## config.mk

```make
export PLATFORM = sky130hd
export DESIGN_NAME = particulate_sensor_frame_parser
export DESIGN_NICKNAME = d
export VERILOG_FILES = /design/src/rtl/core/psfp_pkg.sv /design/src/rtl/core/psfp_in_stage.sv /design/src/rtl/core/psfp_frame_track.sv /design/src/rtl/core/psfp_out_stage.sv /design/src/rtl/core/particulate_sensor_frame_parser.sv
export VERILOG_INCLUDE_DIRS = /design/src /design/src/rtl/core
export SDC_FILE = /design/constraint.sdc
export NUM_CORES = 1
export LEC_CHECK = 0
export BUFFER_PORTS_ARGS = -buffer_cell sky130_fd_sc_hd__buf_2
export CAP_MARGIN = 30
export CELL_PAD_IN_SITES_DETAIL_PLACEMENT = 0
export CELL_PAD_IN_SITES_GLOBAL_PLACEMENT = 1
export CORE_ASPECT_RATIO = 0.9
export CORE_MARGIN = 2
export CORE_UTILIZATION = 40
export DETAILED_ROUTE_END_ITERATION = 6
export PLACE_DENSITY = 0.67
export RECOVER_POWER = 100
export SYNTH_ARGS = -nofsm -noshare
export SYNTH_HDL_FRONTEND = slang
export SYNTH_SLANG_ARGS = --single-unit
```

## constraint.sdc

```tcl
create_clock -name clk -period 4.1 [get_ports clk]
set_input_delay 0.205 -clock clk [delete_from_list [all_inputs] [get_ports clk]]
set_output_delay 0.205 -clock clk [all_outputs]
set_load 0.01 [all_outputs]
```

## src/rtl/core/assert_macros.svh

```systemverilog
// Assertion helpers for the frame parser checks.
`ifndef ASSERT_MACROS_SVH
`define ASSERT_MACROS_SVH

// Check on every clock edge outside reset.
`define PSFP_ASSERT(label, prop, msg) \
	label: assert property (@(posedge clk) disable iff (!arst_n) prop) else $error(msg);

// Check on every clock edge, reset included.
`define PSFP_ASSERT_ALWAYS(label, prop, msg) \
	label: assert property (@(posedge clk) prop) else $error(msg);

`endif

```

## src/rtl/core/psfp_pkg.sv

```systemverilog
package psfp_pkg;

	localparam int FRAME_BYTES  = 32;
	localparam int POS_W        = $clog2(FRAME_BYTES);
	localparam int LEN_OVERHEAD = 4;

	localparam logic [7:0] HDR_FIRST  = 8'h42;
	localparam logic [7:0] HDR_SECOND = 8'h4D;

	localparam logic [15:0] LEN_EXPECT = 16'(FRAME_BYTES - LEN_OVERHEAD);

	localparam logic [POS_W-1:0] POS_HDR0    = POS_W'(0);
	localparam logic [POS_W-1:0] POS_HDR1    = POS_W'(1);
	localparam logic [POS_W-1:0] POS_LEN_HI  = POS_W'(2);
	localparam logic [POS_W-1:0] POS_LEN_LO  = POS_W'(3);
	localparam logic [POS_W-1:0] POS_PM1_HI  = POS_W'(4);
	localparam logic [POS_W-1:0] POS_PM1_LO  = POS_W'(5);
	localparam logic [POS_W-1:0] POS_PM25_HI = POS_W'(6);
	localparam logic [POS_W-1:0] POS_PM25_LO = POS_W'(7);
	localparam logic [POS_W-1:0] POS_PM10_HI = POS_W'(8);
	localparam logic [POS_W-1:0] POS_PM10_LO = POS_W'(9);
	localparam logic [POS_W-1:0] POS_CSUM_HI = POS_W'(FRAME_BYTES - 2);
	localparam logic [POS_W-1:0] POS_LAST    = POS_W'(FRAME_BYTES - 1);

	localparam logic [1:0] STATUS_OK         = 2'd0;
	localparam logic [1:0] STATUS_BAD_HEADER = 2'd1;
	localparam logic [1:0] STATUS_BAD_LENGTH = 2'd2;
	localparam logic [1:0] STATUS_BAD_CSUM   = 2'd3;

	typedef struct packed {
		logic [7:0] byte_value;
		logic       first_byte;
	} item_t;

	typedef struct packed {
		logic [1:0]  status;
		logic [15:0] pm1_value;
		logic [15:0] pm25_value;
		logic [15:0] pm10_value;
	} result_t;

endpackage

```

## src/rtl/core/psfp_in_stage.sv

```systemverilog
module psfp_in_stage (
	input  logic            clk,
	input  logic            arst_n,
	input  logic            in_valid,
	output logic            in_stall,
	input  psfp_pkg::item_t in_item,
	input  logic            take,
	output logic            item_valid_s1,
	output psfp_pkg::item_t item_s1
);

	logic load;

	assign in_stall = item_valid_s1 && !take;
	assign load     = in_valid && !in_stall;

	always_ff @(posedge clk or negedge arst_n) begin
		if (!arst_n) begin
			item_valid_s1 <= 1'b0;
		end else if (take || !item_valid_s1) begin
			item_valid_s1 <= in_valid;
		end
	end

	always_ff @(posedge clk) begin
		if (load) begin
			item_s1 <= in_item;
		end
	end

endmodule

```

## src/rtl/core/psfp_frame_track.sv

```systemverilog
module psfp_frame_track (
	input  logic              clk,
	input  logic              arst_n,
	input  logic              item_valid,
	input  psfp_pkg::item_t   item,
	input  logic              out_free,
	output logic              take,
	output logic              res_valid,
	output psfp_pkg::result_t res
);

	logic [psfp_pkg::POS_W-1:0] pos_q;
	logic [psfp_pkg::POS_W-1:0] p;
	logic [15:0]                sum_q;
	logic [15:0]                sum_base;
	logic [15:0]                sum_next;
	logic                       hdr_bad_q;
	logic                       len_bad_q;
	logic [7:0]                 len_hi_q;
	logic [7:0]                 csum_hi_q;
	logic [15:0]                pm1_q;
	logic [15:0]                pm25_q;
	logic [15:0]                pm10_q;
	logic                       is_last;
	logic [7:0]                 b;
	logic [1:0]                 status;

	assign b       = item.byte_value;
	assign p       = item.first_byte ? psfp_pkg::POS_HDR0 : pos_q;
	assign is_last = (p == psfp_pkg::POS_LAST);

	assign take      = item_valid && (!is_last || out_free);
	assign res_valid = item_valid && is_last && out_free;

	assign sum_base = (p == psfp_pkg::POS_HDR0) ? 16'h0000 : sum_q;
	assign sum_next = sum_base + ((p < psfp_pkg::POS_CSUM_HI) ? {8'h00, b} : 16'h0000);

	always_comb begin
		if (hdr_bad_q) begin
			status = psfp_pkg::STATUS_BAD_HEADER;
		end else if (len_bad_q) begin
			status = psfp_pkg::STATUS_BAD_LENGTH;
		end else if ({csum_hi_q, b} != sum_q) begin
			status = psfp_pkg::STATUS_BAD_CSUM;
		end else begin
			status = psfp_pkg::STATUS_OK;
		end
		res.status     = status;
		res.pm1_value  = (status == psfp_pkg::STATUS_OK) ? pm1_q : 16'h0000;
		res.pm25_value = (status == psfp_pkg::STATUS_OK) ? pm25_q : 16'h0000;
		res.pm10_value = (status == psfp_pkg::STATUS_OK) ? pm10_q : 16'h0000;
	end

	always_ff @(posedge clk or negedge arst_n) begin
		if (!arst_n) begin
			pos_q     <= '0;
			sum_q     <= 16'h0000;
			hdr_bad_q <= 1'b0;
			len_bad_q <= 1'b0;
		end else if (take) begin
			pos_q <= is_last ? psfp_pkg::POS_HDR0 : p + psfp_pkg::POS_W'(1);
			sum_q <= sum_next;
			if (p == psfp_pkg::POS_HDR0) begin
				hdr_bad_q <= (b != psfp_pkg::HDR_FIRST);
				len_bad_q <= 1'b0;
			end else if (p == psfp_pkg::POS_HDR1) begin
				hdr_bad_q <= hdr_bad_q || (b != psfp_pkg::HDR_SECOND);
			end else if (p == psfp_pkg::POS_LEN_LO) begin
				len_bad_q <= ({len_hi_q, b} != psfp_pkg::LEN_EXPECT);
			end
		end
	end

	always_ff @(posedge clk) begin
		if (take) begin
			case (p)
				psfp_pkg::POS_LEN_HI:  len_hi_q     <= b;
				psfp_pkg::POS_PM1_HI:  pm1_q[15:8]  <= b;
				psfp_pkg::POS_PM1_LO:  pm1_q[7:0]   <= b;
				psfp_pkg::POS_PM25_HI: pm25_q[15:8] <= b;
				psfp_pkg::POS_PM25_LO: pm25_q[7:0]  <= b;
				psfp_pkg::POS_PM10_HI: pm10_q[15:8] <= b;
				psfp_pkg::POS_PM10_LO: pm10_q[7:0]  <= b;
				psfp_pkg::POS_CSUM_HI: csum_hi_q    <= b;
				default: ;
			endcase
		end
	end

endmodule

```

## src/rtl/core/psfp_out_stage.sv

```systemverilog
module psfp_out_stage (
	input  logic              clk,
	input  logic              arst_n,
	input  logic              res_valid,
	input  psfp_pkg::result_t res,
	output logic              out_free,
	output logic              out_valid,
	input  logic              out_stall,
	output psfp_pkg::result_t out_res
);

	logic              out_valid_q;
	psfp_pkg::result_t res_q;

	assign out_free  = !out_valid_q || !out_stall;
	assign out_valid = out_valid_q;
	assign out_res   = res_q;

	always_ff @(posedge clk or negedge arst_n) begin
		if (!arst_n) begin
			out_valid_q <= 1'b0;
		end else if (res_valid) begin
			out_valid_q <= 1'b1;
		end else if (!out_stall) begin
			out_valid_q <= 1'b0;
		end
	end

	always_ff @(posedge clk) begin
		if (res_valid) begin
			res_q <= res;
		end
	end

endmodule

```

## src/rtl/core/particulate_sensor_frame_parser.sv

```systemverilog
// Parses fixed-length particulate sensor frames, one byte per transfer. A byte with first_byte
// set restarts the frame; otherwise frames follow each other back to back. After the last byte
// of a frame one result carries a status (ok, bad header, bad length field, checksum mismatch,
// first failure wins) and the PM1.0, PM2.5 and PM10 words, which read as zero when the status
// is not ok. A byte is taken in every cycle unless the input stalls; the result of a frame
// reaches the output through an input register and a result register. Input stalls only
// while the result register is full and stalled and the held byte ends a frame.
`include "assert_macros.svh"

module particulate_sensor_frame_parser (
	input  logic        clk,
	input  logic        arst_n,
	input  logic        in_valid,
	output logic        in_stall,
	input  logic [7:0]  byte_value,
	input  logic        first_byte,
	output logic        out_valid,
	input  logic        out_stall,
	output logic [1:0]  status,
	output logic [15:0] pm1_value,
	output logic [15:0] pm25_value,
	output logic [15:0] pm10_value
);

	psfp_pkg::item_t   in_item;
	psfp_pkg::item_t   item_s1;
	logic              item_valid_s1;
	logic              take;
	logic              out_free;
	logic              res_valid;
	psfp_pkg::result_t res;
	psfp_pkg::result_t out_res;

	assign in_item.byte_value = byte_value;
	assign in_item.first_byte = first_byte;

	psfp_in_stage u_in_stage (
		.clk           (clk),
		.arst_n        (arst_n),
		.in_valid      (in_valid),
		.in_stall      (in_stall),
		.in_item       (in_item),
		.take          (take),
		.item_valid_s1 (item_valid_s1),
		.item_s1       (item_s1)
	);

	psfp_frame_track u_frame_track (
		.clk        (clk),
		.arst_n     (arst_n),
		.item_valid (item_valid_s1),
		.item       (item_s1),
		.out_free   (out_free),
		.take       (take),
		.res_valid  (res_valid),
		.res        (res)
	);

	psfp_out_stage u_out_stage (
		.clk       (clk),
		.arst_n    (arst_n),
		.res_valid (res_valid),
		.res       (res),
		.out_free  (out_free),
		.out_valid (out_valid),
		.out_stall (out_stall),
		.out_res   (out_res)
	);

	assign status     = out_res.status;
	assign pm1_value  = out_res.pm1_value;
	assign pm25_value = out_res.pm25_value;
	assign pm10_value = out_res.pm10_value;

	`PSFP_ASSERT(a_res_only_when_free,
		res_valid |-> (!out_valid || !out_stall),
		"result overwrites held transfer")
	`PSFP_ASSERT(a_stall_only_on_blocked_out,
		in_stall |-> (out_valid && out_stall),
		"input stalled without output backpressure")
	`PSFP_ASSERT(a_failed_frame_zero,
		(out_valid && status != psfp_pkg::STATUS_OK) |->
			(pm1_value == 16'h0000 && pm25_value == 16'h0000 && pm10_value == 16'h0000),
		"failed frame carries PM data")
	`PSFP_ASSERT_ALWAYS(a_reset_no_output,
		!arst_n |=> !out_valid,
		"output valid during reset")

endmodule

```

# After elaboration in Yosys (flattened, before gate mapping)
# Cells that the tools add are included.
# word_totals
inputBits,13
regBits,148
# classes
eq_ne,17
addsub,2
order_cmp,1
muxes,14
n_reduce_logical,29
# ops
op,n
5-bit by 3-bit == test with 1-bit output (second input constant),4
2-bit AND reduction,9
16-bit adder,1
16-bit two-way mux,1
16-bit != test,1
16-bit by 5-bit != test with 1-bit output (second input constant),1
8-bit by 7-bit != test with 1-bit output (second input constant),2
5-bit by 2-bit == test with 1-bit output (second input constant),2
5-bit by 4-bit == test with 1-bit output (second input constant),2
5-bit == test (second input constant),2
5-bit two-way mux,2
8-bit two-way mux,1
1-bit two-way mux,7
1-bit zero test,6
2-bit two-way mux,3
5-bit by 1-bit adder with 5-bit output (second input constant),1
5-bit by 1-bit == test with 1-bit output (second input constant),1
1-bit logical AND,5
5-bit zero test,1
5-bit < comparator (second input constant),1
1-bit logical OR,4
2-bit by 1-bit != test with 1-bit output (second input constant),2
2-bit nonzero test,2
3-bit AND reduction,1
2-bit zero test,1

# Longest topological paths before layout
# logic_depth
word_depth,9
mapped_depth,13

# Hierarchy
# From an unflattened synthesis, not the netlist that was laid out.
# hier_totals
cells_unflattened,404
area_unflattened_um2,5970.7
# modules_own_cells
mod,cells_each,n_inst,seq_area_each_um2,area_per_inst_um2
psfp_frame_track,337,1,2497.4,4105.2
psfp_out_stage,53,1,1526.5,1537.7
psfp_in_stage,14,1,295.3,327.8

# Worst setup path after synthesis
# No wires, ideal clock.
# synth_timing
path_type,flip-flop to flip-flop
from,reg u_in_stage.item_s1[0] (netlist name)
to,"reg u_out_stage.res_q (netlist bit u_out_stage.out_res[0]), enable pin"
n_path_buf,0
required_ps,3626
path_slack_ps,-194
stages_incl_launch_ff,7
arrival_ps,3819
cell_sequence,edfxtp_1 > nand2b_1 > or2_2 > nor2_1 > ha_1 > nand2_1 > a21oi_1
# synth_via
elab_chain_cells,4
# synth_lines
item,line_no,source
5-bit two-way mux,psfp_frame_track.sv:29,assign p = item.first_byte ? psfp_pkg::POS_HDR0 : pos_q;
5-bit == test,psfp_frame_track.sv:30,assign is_last = (p == psfp_pkg::POS_LAST);
1-bit logical AND (2 in a row),psfp_frame_track.sv:33,assign res_valid = item_valid && is_last && out_free;
net res_valid,particulate_sensor_frame_parser.sv:30,logic res_valid;
end signal: assignment,psfp_out_stage.sv:31,res_q <= res;
end: declaration,psfp_out_stage.sv:13,psfp_pkg::result_t res_q;
# The timed path passes the listed nets, and every way through them passes these cells.
# A chain may end at the register's enable or synchronous reset.

# Worst setup path in the final report
# layout_timing
from,reg u_frame_track.pos_q[1] (netlist bit)
to,reg u_frame_track.sum_q[10]
# layout_via
elab_chain_cells,5
# layout_lines
item,line_no,source
start: declaration,psfp_frame_track.sv:12,logic [psfp_pkg::POS_W-1:0] pos_q;
start signal: assignment,psfp_frame_track.sv:61,pos_q <= is_last ? psfp_pkg::POS_HDR0 : p + psfp_pkg::POS_W'(1);
5-bit two-way mux (*),psfp_frame_track.sv:29,
branches (longest 4 deep; another with 16-bit adder),n/a,
end signal: assignment,psfp_frame_track.sv:62,sum_q <= sum_next;
end: declaration,psfp_frame_track.sv:14,logic [15:0] sum_q;
# Mark *: on every way between the ends.

==> impl_metrics.toml <==
[cells_and_area]
drive_gt1_share_pct = 9.37
area_growth_pct = 20.1
multiInputGateArea_mm2 = 0.00160
insertedDiodeCount = 0
utilization_pct = 48.9
nNetsFinal = 534
ff_latch_area_mm2 = 0.00432
fillers = 1285

[yosys]
netlist_top_cells_area = "edfxtp_1, dfrtp_1, and2_1"
yosysSeqAreaShare_pct = 72.3
synth_top_family_by_area = "simple AND/OR/NAND/NOR gates"
synth_top_area_share_pct = 61.8
syn_avg_cell_area_um2 = 14.4
muxShareOfSynthArea_pct = 0.377
synth.most_common_cell = "edfxtp_1"
synthXorXnorAreaFrac_pct = 3.81
synth_edf_count = 123
synth-simple-area-share_pct = 15.3
ys.flop_type = "edfxtp_1"
synthCells = 414
yosysWarnings = 0
syn_area_mm2 = 0.00598
yosysTopAreaCell = "edfxtp_1"
synthArstFlopShare_pct = 16.9
synthAdderAreaFrac_pct = 2.43
synth_compound_area_share_pct = 4.54
synth_common_cells = "edfxtp_1, and2_1, nand2_1, dfrtp_1, xor2_1"
ys_types = 46
ys_ff_latch = 148
synth_nets = 438

[floorplanning]
initial_utilization_pct = 40.8
dieHeight_um = 120
die_x_um = 133
fp.dieArea_mm2 = 0.0159
coreArea_mm2 = 0.0147
ioPinCount = 65
rows = 42

[route]
routed_wl_um = 11600
ant_nets = 0
drt_iter0_drc = 278
wl_per_cell_um = 16.0
drtPass1Iterations = 4
drcViolationCount = 0
routed-via-count = 3479
via_per_inst = 4.83

[worst_setup_path]
arrival_ns = 3.76
worstPathBufferInverterCount = 1
crit_type = "flop to flop"
cpPeakStageDelay_ns = 0.45
slowest_stage = "dfrtp_1"
critPathLaunchType = "flop"
cp.required_ns = 4.40
crit_path_cell_trace = "nand2b_1 > ha_1 > o21ai_0 > clkbuf_1 > and2_0 > fa_1 > a21o_1 > a221oi_1 > a21oi_1 > nor4b_1 > a211o_1"
endpoint_kind = "flop"
critPathMaxFanout = 11
crit_family = "compound AO/OA/AOI/OAI gates"

[cts]
cts_tree = "done"
cts_made_buffers = 17
cts_root_buf = "clkbuf_16"
cts_resized = 0
post_cts_buffers = 0
clk_latency_ns = 0.42
clock_path_buffers = 2
cts-htree-levels = 4
clkTransAtPathRegs_ns = 0.06
clock-sinks = 148

[global_routing]
grt_max_degree = 51
grt_antenna_before_repair = 0
gr-total-overflow = 0
grt_pass1_wl_um = 18600
grt_pass1_vias = 3610
grt.total_usage_pct = 15.7

[run_status]
violations = "max-capacitance violations, max-slew violations"
outcome = "complete, but fails checks"

[job]
cap_violations = 1

[timing]
finalCriticalPeriod_ns = 3.46
hold_ws_ns = 0.0645
max_freq_ghz = 0.289
relSlewSlack_pct = -0.133
tns_ns = 0
skew_ns = 0.0126
hold_viol = 0
rsz0062_at_grt = "no"
drv_slew = 48
period_share_pct = 84.4
setup_viol = 0
tightest_slew_ns = 1.50

[power]
power_density_mw_per_mm2 = 498
p_comb_share_pct = 9.5
vdd_ir_drop_max_mv = 0.298
power.leakage_nw = 2.44
seqPwrFrac_pct = 49.6
p_clk_share_pct = 40.9
p_sw_share_pct = 23.5
switching_power_w = 0.000841
cellInternalPower_w = 0.00273

[place]
io_buffers = 64
gp_congestion = 0.859
dp_hpwl_um = 7460

[worst_hold_path]
hp-class = "input port to flop"
path summary, 6_finish.rpt:
| check | from | to | slack, ns | depth (start not counted) |
|---|---|---|---|---|
| setup / recovery | u_frame_track.pos_q[1]$_DFFE_PN0P_ | u_frame_track.sum_q[10]$_DFFE_PN0P_ | 0.64 | 11 |
| hold / removal | out_stall | u_out_stage.out_valid$_DFFE_PN0P_ | 0.06 | 3 |
| setup reg to reg | u_frame_track.pos_q[1]$_DFFE_PN0P_ | u_frame_track.sum_q[10]$_DFFE_PN0P_ | 0.64 | 11 |
| hold reg to reg | u_frame_track.pm1_q[3]$_DFFE_PP_ | u_out_stage.out_res[35]$_SDFFCE_PP0P_ | 0.51 | 1 |
| max in group asynchronous | arst_n | u_frame_track.pos_q[1]$_DFFE_PN0P_ | 2.56 | 2 |
| min in group asynchronous | arst_n | u_frame_track.sum_q[13]$_DFFE_PN0P_ | 0.67 | 2 |
kinds of logic after synthesis:
| group | after synthesis |
|---|---|
| adder cells (fa/ha/maj) | 11 |
| flip-flops | 148 |
| buffers and inverters | 17 |
| AND/OR/NAND/NOR | 168 |
| XOR/XNOR | 26 |
| AO/OA/AOI/OAI | 42 |
| multiplexers | 2 |
registers in the layout (all words and copies together), names as in the netlist:
name	count
u_frame_track.hdr_bad_q	1
u_in_stage.item_valid_s1	1
u_frame_track.pm10_q	16
u_in_stage.item_s1	9
u_frame_track.len_bad_q	1
u_out_stage.out_res	50
u_out_stage.out_valid	1
u_frame_track.sum_q	16
u_frame_track.pm25_q	16
u_frame_track.len_hi_q	8
u_frame_track.pos_q	5
u_frame_track.pm1_q	16
u_frame_track.csum_hi_q	8
power by group through the flow:
stage               clock network (W)  registers (W)  logic, W
floorplan                           0        0.00177  0.000254
global placement                    0        0.00180  0.000332
detailed placement                  0        0.00180  0.000337
CTS                           0.00149        0.00177  0.000349
global route                  0.00156        0.00178  0.000390
finish                        0.00146        0.00177  0.000341
worst reg2reg max path, delay by kind of cell, from the launching register on:
kind                     cells  cell delay [ns]
AO/OA/AOI/OAI                5             1.27
adder cells (fa/ha/maj)      2             0.72
AND/OR/NAND/NOR              3             0.66
flip-flops                   1             0.45
buffers and inverters        1             0.26
metal layers:
layer  vias to the layer above  share of wire [%]  track usage (%)
met2                        83                 46             24.1
li1                       1692                  -                -
met5                         -                  0                0
met3                        10                4.2             4.52
met1                      1694                 48             20.9
met4                         0                1.3             6.65
cell usage in the layout (no fill, tap or decap), types with 3 or more instances in the layout:
master / n
a21o_1: 4
a21oi_1: 3
and2_0: 34
and2_1: 24
and3_1: 3
buf_2: 10
clkbuf_1: 69
clkbuf_16: 17
clkbuf_8: 4
clkinv_4: 3
dfrtp_1: 25
dlygate4sd3_1: 11
edfxtp_1: 123
ha_1: 10
inv_1: 5
nand2_1: 38
nand2b_1: 5
nand3_1: 6
nor2_1: 19
nor2b_1: 8
nor3_1: 8
nor4_1: 11
o21ai_0: 18
xnor2_1: 4
xor2_1: 22
through the flow:
step           cell area, um2  power, W  instances  setup slack (ns)
4_1_cts                  7290   0.00361        721             0.811
3_5_place_dp             6610   0.00214        678             0.820
5_1_grt                  7170   0.00373        721             0.270
6_report                 7170   0.00358        721             0.638
2_1_floorplan            5980   0.00202        414             0.736
3_3_place_gp             6610   0.00214        678             0.921
repair_timing:
item,CTS,global route
hold endpoints to repair,35,0
hold buffers,11,0
endpoints found under the setup margin,0,0
layout make-up:
| class | count | area share (%) |
|---|---|---|
| Sequential cell | 148 | 60.2 |
| Multi-Input combinational cell | 249 | 22.2 |
| Clock buffer | 25 | 6.91 |
| Timing Repair Buffer | 89 | 5.91 |
| Tap cell | 198 | 3.45 |
| Clock inverter | 7 | 1.03 |
| Inverter | 5 | 0.262 |
(Power assumes the default switching activity.)
